`src/hdl/spd_pkg.sv`:
```
// shared types, register codes and reset values for the strike peak-drop detector
// no dependencies
package spd_pkg;

    localparam int FRACTION_BITS_DEF = 8;
    localparam int SAMPLE_W          = 16;
    localparam int CFG_IDX_W         = 3;
    localparam int CFG_DATA_W        = 16;
    localparam int HOLDOFF_W         = 6;

    localparam logic [CFG_IDX_W-1:0] REG_ALPHA    = 3'd0;
    localparam logic [CFG_IDX_W-1:0] REG_MIN_PEAK = 3'd1;
    localparam logic [CFG_IDX_W-1:0] REG_MIN_DROP = 3'd2;
    localparam logic [CFG_IDX_W-1:0] REG_SLOPE_EPS = 3'd3;
    localparam logic [CFG_IDX_W-1:0] REG_HOLDOFF  = 3'd4;

    localparam logic [15:0]          ALPHA_RST    = 16'd15729;
    localparam logic [15:0]          MIN_PEAK_RST = 16'd2800;
    localparam logic [15:0]          MIN_DROP_RST = 16'd1100;
    localparam logic [15:0]          SLOPE_EPS_RST = 16'd307;
    localparam logic [HOLDOFF_W-1:0] HOLDOFF_RST  = 6'd16;

    typedef struct packed {
        logic                mode;
        logic [SAMPLE_W-1:0] sample;
    } item_t;

    typedef struct packed {
        logic                strike;
        logic [SAMPLE_W-1:0] smoothed;
        logic                in_descent;
    } result_t;

    typedef struct packed {
        logic [15:0]          smoothing_alpha;
        logic [15:0]          min_peak;
        logic [15:0]          min_drop;
        logic [15:0]          slope_epsilon;
        logic [HOLDOFF_W-1:0] holdoff_length;
    } spd_cfg_t;

    // stage one status toward the decision stage
    typedef struct packed {
        logic valid;
        logic mode;
    } spd_ctl_t;

endpackage

```
`src/hdl/spd_avg.sv`:
```
// stage one: exponential average update and its register
// depends on spd_pkg
module spd_avg
    import spd_pkg::*;
#(
    parameter int FracBits = FRACTION_BITS_DEF,
    localparam int AvgW = SAMPLE_W + FracBits
)(
    input  logic            clk,
    input  logic            rst_n,
    input  item_t           item,
    input  logic            take,
    input  logic [15:0]     alpha,
    input  logic            advance,
    output spd_ctl_t        ctl,
    output logic [AvgW-1:0] avg,
    output logic [AvgW-1:0] prev
);

    logic [AvgW-1:0]          avg_reg;
    logic [AvgW-1:0]          avg_next;
    logic [AvgW-1:0]          prev_reg;
    logic                     mode_reg;
    logic                     valid_reg;
    logic                     valid_next;
    logic [AvgW-1:0]          x;
    logic signed [AvgW:0]     diff;
    logic signed [AvgW+17:0]  prod;
    logic signed [AvgW+17:0]  sum;

    // avg + alpha*(x - avg) equals the weighted sum of both terms
    assign x    = {item.sample, {FracBits{1'b0}}};
    assign diff = $signed({1'b0, x}) - $signed({1'b0, avg_reg});
    assign prod = $signed({1'b0, alpha}) * diff;
    assign sum  = $signed({2'b00, avg_reg, 16'h0000}) + prod
                + $signed({{(AvgW + 2){1'b0}}, 16'h8000});

    assign avg_next   = item.mode ? x : sum[AvgW+15:16];
    assign valid_next = take ? 1'b1 : (advance ? 1'b0 : valid_reg);

    always_ff @(posedge clk or negedge rst_n)
    begin
        if (!rst_n)
        begin
            avg_reg   <= '0;
            valid_reg <= 1'b0;
        end
        else
        begin
            valid_reg <= valid_next;
            if (take)
            begin
                avg_reg <= avg_next;
            end
        end
    end

    always_ff @(posedge clk)
    begin
        if (take)
        begin
            prev_reg <= avg_reg;
            mode_reg <= item.mode;
        end
    end

    assign ctl.valid = valid_reg;
    assign ctl.mode  = mode_reg;
    assign avg       = avg_reg;
    assign prev      = prev_reg;

endmodule

```
`src/hdl/spd_decide.sv`:
```
// stage two: peak tracking, descent and holdoff control, result register
// depends on spd_pkg
module spd_decide
    import spd_pkg::*;
#(
    parameter int FracBits = FRACTION_BITS_DEF,
    localparam int AvgW = SAMPLE_W + FracBits
)(
    input  logic            clk,
    input  logic            rst_n,
    input  spd_ctl_t        ctl,
    input  logic [AvgW-1:0] avg,
    input  logic [AvgW-1:0] prev,
    input  spd_cfg_t        cfg,
    output logic            advance,
    output logic            result_valid,
    input  logic            result_ready,
    output result_t         result
);

    logic [AvgW-1:0]      peak_reg;
    logic [AvgW-1:0]      peak_next;
    logic [AvgW-1:0]      peak_max;
    logic                 descent_reg;
    logic                 descent_next;
    logic [HOLDOFF_W-1:0] holdoff_reg;
    logic [HOLDOFF_W-1:0] holdoff_next;
    logic                 fired_reg;
    logic                 fired_next;
    logic                 strike;
    logic                 valid_reg;
    result_t              result_reg;
    logic                 load;
    logic [AvgW-1:0]      eps;
    logic [AvgW-1:0]      min_peak_s;
    logic [AvgW-1:0]      min_drop_s;
    logic                 falling;
    logic                 rising;
    logic                 drop_hit;

    // epsilon is q8.8, moved onto the average's fraction scale
    assign eps        = ({{FracBits{1'b0}}, cfg.slope_epsilon} << FracBits) >> 8;
    assign min_peak_s = {cfg.min_peak, {FracBits{1'b0}}};
    assign min_drop_s = {cfg.min_drop, {FracBits{1'b0}}};

    assign falling  = {1'b0, prev} > ({1'b0, avg} + {1'b0, eps});
    assign rising   = {1'b0, avg} > ({1'b0, prev} + {1'b0, eps});
    assign drop_hit = {1'b0, peak_reg} >= ({1'b0, avg} + {1'b0, min_drop_s});
    assign peak_max = (avg > peak_reg) ? avg : peak_reg;

    assign advance = !valid_reg || result_ready;
    assign load    = ctl.valid && advance;

    always_comb
    begin
        peak_next    = peak_reg;
        descent_next = descent_reg;
        holdoff_next = holdoff_reg;
        fired_next   = fired_reg;
        strike       = 1'b0;
        if (ctl.mode)
        begin
            peak_next    = avg;
            descent_next = 1'b0;
            holdoff_next = '0;
            fired_next   = 1'b0;
        end
        else if (holdoff_reg != '0)
        begin
            holdoff_next = holdoff_reg - 1'b1;
        end
        else if (!descent_reg)
        begin
            peak_next = peak_max;
            if (peak_max >= min_peak_s && falling)
            begin
                fired_next   = 1'b0;
                descent_next = 1'b1;
            end
        end
        else if (!fired_reg && drop_hit)
        begin
            fired_next   = 1'b1;
            holdoff_next = cfg.holdoff_length;
            strike       = 1'b1;
        end
        else if (rising)
        begin
            // re-arm the search from the current level
            peak_next    = avg;
            descent_next = 1'b0;
        end
    end

    always_ff @(posedge clk or negedge rst_n)
    begin
        if (!rst_n)
        begin
            peak_reg    <= '0;
            descent_reg <= 1'b0;
            holdoff_reg <= '0;
            fired_reg   <= 1'b0;
            valid_reg   <= 1'b0;
        end
        else
        begin
            if (advance)
            begin
                valid_reg <= ctl.valid;
            end
            if (load)
            begin
                peak_reg    <= peak_next;
                descent_reg <= descent_next;
                holdoff_reg <= holdoff_next;
                fired_reg   <= fired_next;
            end
        end
    end

    always_ff @(posedge clk)
    begin
        if (load)
        begin
            result_reg.strike     <= strike;
            result_reg.smoothed   <= avg[AvgW-1:FracBits];
            result_reg.in_descent <= descent_next;
        end
    end

    assign result_valid = valid_reg;
    assign result       = result_reg;

endmodule

```
`src/hdl/strike_peak_drop_detector.sv`:
```
// an accepted item passes the stage one and result registers, one result per item
// throughput: one item per cycle while the result side does not stall; the average
// update is one multiply-add closing on itself; peak and holdoff state are in stage two
// reset: config registers return to their defaults; average, peak, descent, holdoff and
// fired state clear to zero; no clearing pass, items are taken right after reset
module strike_peak_drop_detector
    import spd_pkg::*;
#(
    parameter int FracBits = FRACTION_BITS_DEF
)(
    input  logic                  clk,
    input  logic                  rst_n,
    input  logic                  item_valid,
    output logic                  item_ready,
    input  item_t                 item,
    output logic                  result_valid,
    input  logic                  result_ready,
    output result_t               result,
    input  logic                  cfg_en,
    input  logic [CFG_IDX_W-1:0]  cfg_index,
    input  logic [CFG_DATA_W-1:0] cfg_data
);

    localparam int AvgW = SAMPLE_W + FracBits;

    spd_cfg_t        cfg_reg;
    spd_ctl_t        ctl;
    logic [AvgW-1:0] avg;
    logic [AvgW-1:0] prev;
    logic            advance;
    logic            take;

    always_ff @(posedge clk or negedge rst_n)
    begin
        if (!rst_n)
        begin
            cfg_reg.smoothing_alpha <= ALPHA_RST;
            cfg_reg.min_peak        <= MIN_PEAK_RST;
            cfg_reg.min_drop        <= MIN_DROP_RST;
            cfg_reg.slope_epsilon   <= SLOPE_EPS_RST;
            cfg_reg.holdoff_length  <= HOLDOFF_RST;
        end
        else if (cfg_en)
        begin
            case (cfg_index)
                REG_ALPHA:     cfg_reg.smoothing_alpha <= cfg_data;
                REG_MIN_PEAK:  cfg_reg.min_peak        <= cfg_data;
                REG_MIN_DROP:  cfg_reg.min_drop        <= cfg_data;
                REG_SLOPE_EPS: cfg_reg.slope_epsilon   <= cfg_data;
                REG_HOLDOFF:   cfg_reg.holdoff_length  <= cfg_data[HOLDOFF_W-1:0];
                default:       ;
            endcase
        end
    end

    assign item_ready = !ctl.valid || advance;
    assign take       = item_valid && item_ready;

    spd_avg #(
        .FracBits (FracBits)
    ) u_avg (
        .clk     (clk),
        .rst_n   (rst_n),
        .item    (item),
        .take    (take),
        .alpha   (cfg_reg.smoothing_alpha),
        .advance (advance),
        .ctl     (ctl),
        .avg     (avg),
        .prev    (prev)
    );

    spd_decide #(
        .FracBits (FracBits)
    ) u_decide (
        .clk          (clk),
        .rst_n        (rst_n),
        .ctl          (ctl),
        .avg          (avg),
        .prev         (prev),
        .cfg          (cfg_reg),
        .advance      (advance),
        .result_valid (result_valid),
        .result_ready (result_ready),
        .result       (result)
    );

endmodule

```
`config.mk`:
```
export PLATFORM = sky130hd
export DESIGN_NAME = strike_peak_drop_detector
export DESIGN_NICKNAME = d
export VERILOG_FILES = /design/src/hdl/spd_pkg.sv /design/src/hdl/spd_avg.sv /design/src/hdl/spd_decide.sv /design/src/hdl/strike_peak_drop_detector.sv
export SDC_FILE = /design/constraint.sdc
export NUM_CORES = 2
export LEC_CHECK = 0
export ABC_CLOCK_PERIOD_IN_PS = 7610
export BUFFER_PORTS_ARGS = -buffer_cell sky130_fd_sc_hd__clkbuf_2
export CORE_ASPECT_RATIO = 1.4
export CORE_UTILIZATION = 30
export CTS_BUF_LIST = sky130_fd_sc_hd__clkbuf_16
export DETAILED_ROUTE_END_ITERATION = 7
export GPL_TIMING_DRIVEN = 0
export MAX_ROUTING_LAYER = met4
export PLACE_DENSITY_LB_ADDON = 0.12
export SYNTH_ARGS = -nofsm -noshare
export SYNTH_HDL_FRONTEND = slang
export SYNTH_SLANG_ARGS = --single-unit
```
`constraint.sdc`:
```
create_clock -name clk -period 7.61 [get_ports clk]
set_clock_uncertainty 0.15 [all_clocks]
set_input_delay 1.522 -clock clk [delete_from_list [all_inputs] [get_ports clk]]
set_output_delay 1.522 -clock clk [all_outputs]
set_load 0.1 [all_outputs]
```
==> metrics.cfg <==
[outcome]
outcome=finished, violations left
violations=setup timing

[die]
die_w_um=257.4
fp.coreArea_sq_mm=0.09011
pin_count=61
rows=130
die_h_um=359.6
dieArea_sq_mm=0.09255
floorplan.initialDensity=0.3040

[sta]
post-route-period-util=1.174
max_slew_margin=0.1789
drv_slew=0
grt_setup_unrepaired=yes
hold_viol=0
setup_slack_ns=-1.325
setup_violations=24
worst_pin_slew_ns=1.232
period_minus_slack_ns=8.935
fmax_mhz=111.9

[placed_design]
place_area_sq_mm=0.02945
placed_cells=4151
pre_cts_ws_ns=-3.312
numPortBuffers=60
hpwl_um=76910
place.gp.congestion=0.9315

[critical_path]
r2r_cells=30
crit_path_end=u_avg.avg[16]
cp-end-kind=flip-flop
startpoint_type=input pin
cpMostUsedCell=fa_1
worst-path-max-fanout=4
cp_slowest_cell=fa_1
arrival_ns=9.08
r2r_slack_ns=-1.15
worstReg2RegEnd=u_avg.avg[23]
startpoint=item[7]
slowest_delay_ns=0.52
setup.worst_path.class=input pin to flip-flop
required_ns=7.76
r2r_start=u_avg.avg[8]

[global_routing]
antenna_found_initial=4
grt_pass1_vias=23030
busiest_layer=met2
grtUsageTotal=0.2125
grt_remaining_overflow=0
grtUsageMet2=0.3917
met3_usage=0.01246
use_met1=0.2362
grt_max_degree=103
grt_pass1_wl_um=142100

[clocking]
htreeDepth=4
cts_tree=done
root_buffer=clkbuf_16
insertion_delay_ns=0.46
cts_buffers=17
cts_buffer_depth=2
clock_sinks=171
cts_hold_buf=0
path_clk_slew_ns=0.07

[logic_synthesis]
ys_top_cells_by_area=fa_1 30%, ha_1 13%, dfrtp_1 9.4%, inv_1 8.2%, and2_1 4.9%
ys_seq_area_frac=0.1652
synth_fp_nets=3641
synth-seq-cells=171
synth-edff-count=43
synth_common_cells=596 x inv_1, 408 x fa_1, 291 x ha_1, 282 x nand2_1, 216 x and2_1
synthCells=2901
synthArstFlopShare=0.7485
yosysUniqueCellTypes=92
yosysTopAreaCell=fa_1
yosysTopAreaCellShare=0.2981
synthFlopType=dfrtp_1
synth_area_per_cell_sq_um=9.444
synth_area_sq_mm=0.02740
yosys_warnings=0
synthMostInstantiatedCell=inv_1

[routing]
via_per_inst=4.850
post_drt_wl_per_cell_um=21.87
drtAntennaViolNets=0
drt_iter0_markers=836
vias=20830
first_pass_iters=6
totalWireLength_um=93920
route.detailed.drc=0

[run]
drv_cap=0

[cells_and_area]
drive_gt1_frac=0.1697
largest_reg_flops=70
fin_area_sq_mm=0.03243
nets=3832
area_growth_pct=18.38
final_cells=4294

[min_path]
worstHoldPathType=flip-flop to flip-flop
worstHoldStart=u_avg.valid_reg

[cell type report]
cell class	count	area (sq um)
fill	9187	57680
multi-input combinational	2047	21710
sequential	171	4528
inverter	597	2248
tap	1188	1486
timing repair buffer	173	1419
buffer	85	486.7
clock buffer	17	425.4
clock inverter	15	122.6
antenna	1	2.502
[worst max-delay path: cells and delay by family]
kind | cells | cell delay (ns)
AND/OR/NAND/NOR | 7 | 1.34
buffers and inverters | 9 | 0.94
adder cells (fa/ha/maj) | 8 | 3.31
AO/OA/AOI/OAI | 8 | 1.57
XOR/XNOR | 2 | 0.40
[routing by layer]
metal  share of wire  up-vias
met5               0        -
met1            0.40    10740
met3           0.018      122
li1                -     9637
met2            0.55      331
met4           0.041        0
[how the worst min path moves through the flow]
stage,end,slack (ns),depth (start not counted)
floorplan,u_decide.result_valid,0.31,1
global placement,u_decide.result_valid,0.32,1
detailed placement,u_decide.result_valid,0.33,1
CTS,u_decide.result_valid,0.35,1
global route,u_decide.result_valid,0.36,1
finish,u_decide.result_valid,0.35,1
[placed cells by master (no fill, tap or decap), types with 21 or more instances in the layout]
cell / instances
a21o_1: 54
a21oi_1: 82
and2_1: 205
buf_4: 86
buf_6: 23
clkbuf_1: 57
clkbuf_16: 21
clkbuf_2: 62
dfrtp_1: 101
dfstp_2: 25
edfxtp_1: 43
fa_1: 393
ha_1: 259
ha_4: 28
inv_1: 581
mux2_2: 55
mux2i_1: 26
nand2_1: 272
nand3_1: 40
nor2_1: 53
nor3_1: 24
o21ai_0: 73
xnor2_1: 58
xor2_1: 30
[cell families (layout without fill, tap and decap cells)]
logic type	after synthesis	after routing	share of synthesized area
simple gates	759	759	0.1428
fa+ha+maj	699	699	0.4310
buf+inv	683	887	0.09499
compound gates	392	392	0.09627
flops	171	171	0.1652
xor+xnor	116	116	0.03763
mux	81	81	0.03211
other cells	0	1	0
[stage by stage]
step                setup TNS [ns]  hold WS (ns)  utilization
floorplan                   -14.10        0.3072            -
global placement            -68.72        0.3225       0.3261
detailed placement          -69.17        0.3308       0.3268
CTS                         -22.93        0.3523       0.3541
global route                -26.49        0.3590       0.3599
finish                      -21.51        0.3474       0.3599
[timing repair]
item,4_1_cts,5_1_grt
resized for setup,217,77
pin swaps,143,90
endpoints found under the setup margin,24,24
gates cloned,1,0
buffers inserted,86,26
Power is left out: the tool's default activity adds up to more than one toggle a clock period on the data nets, which glitch-free logic cannot reach.
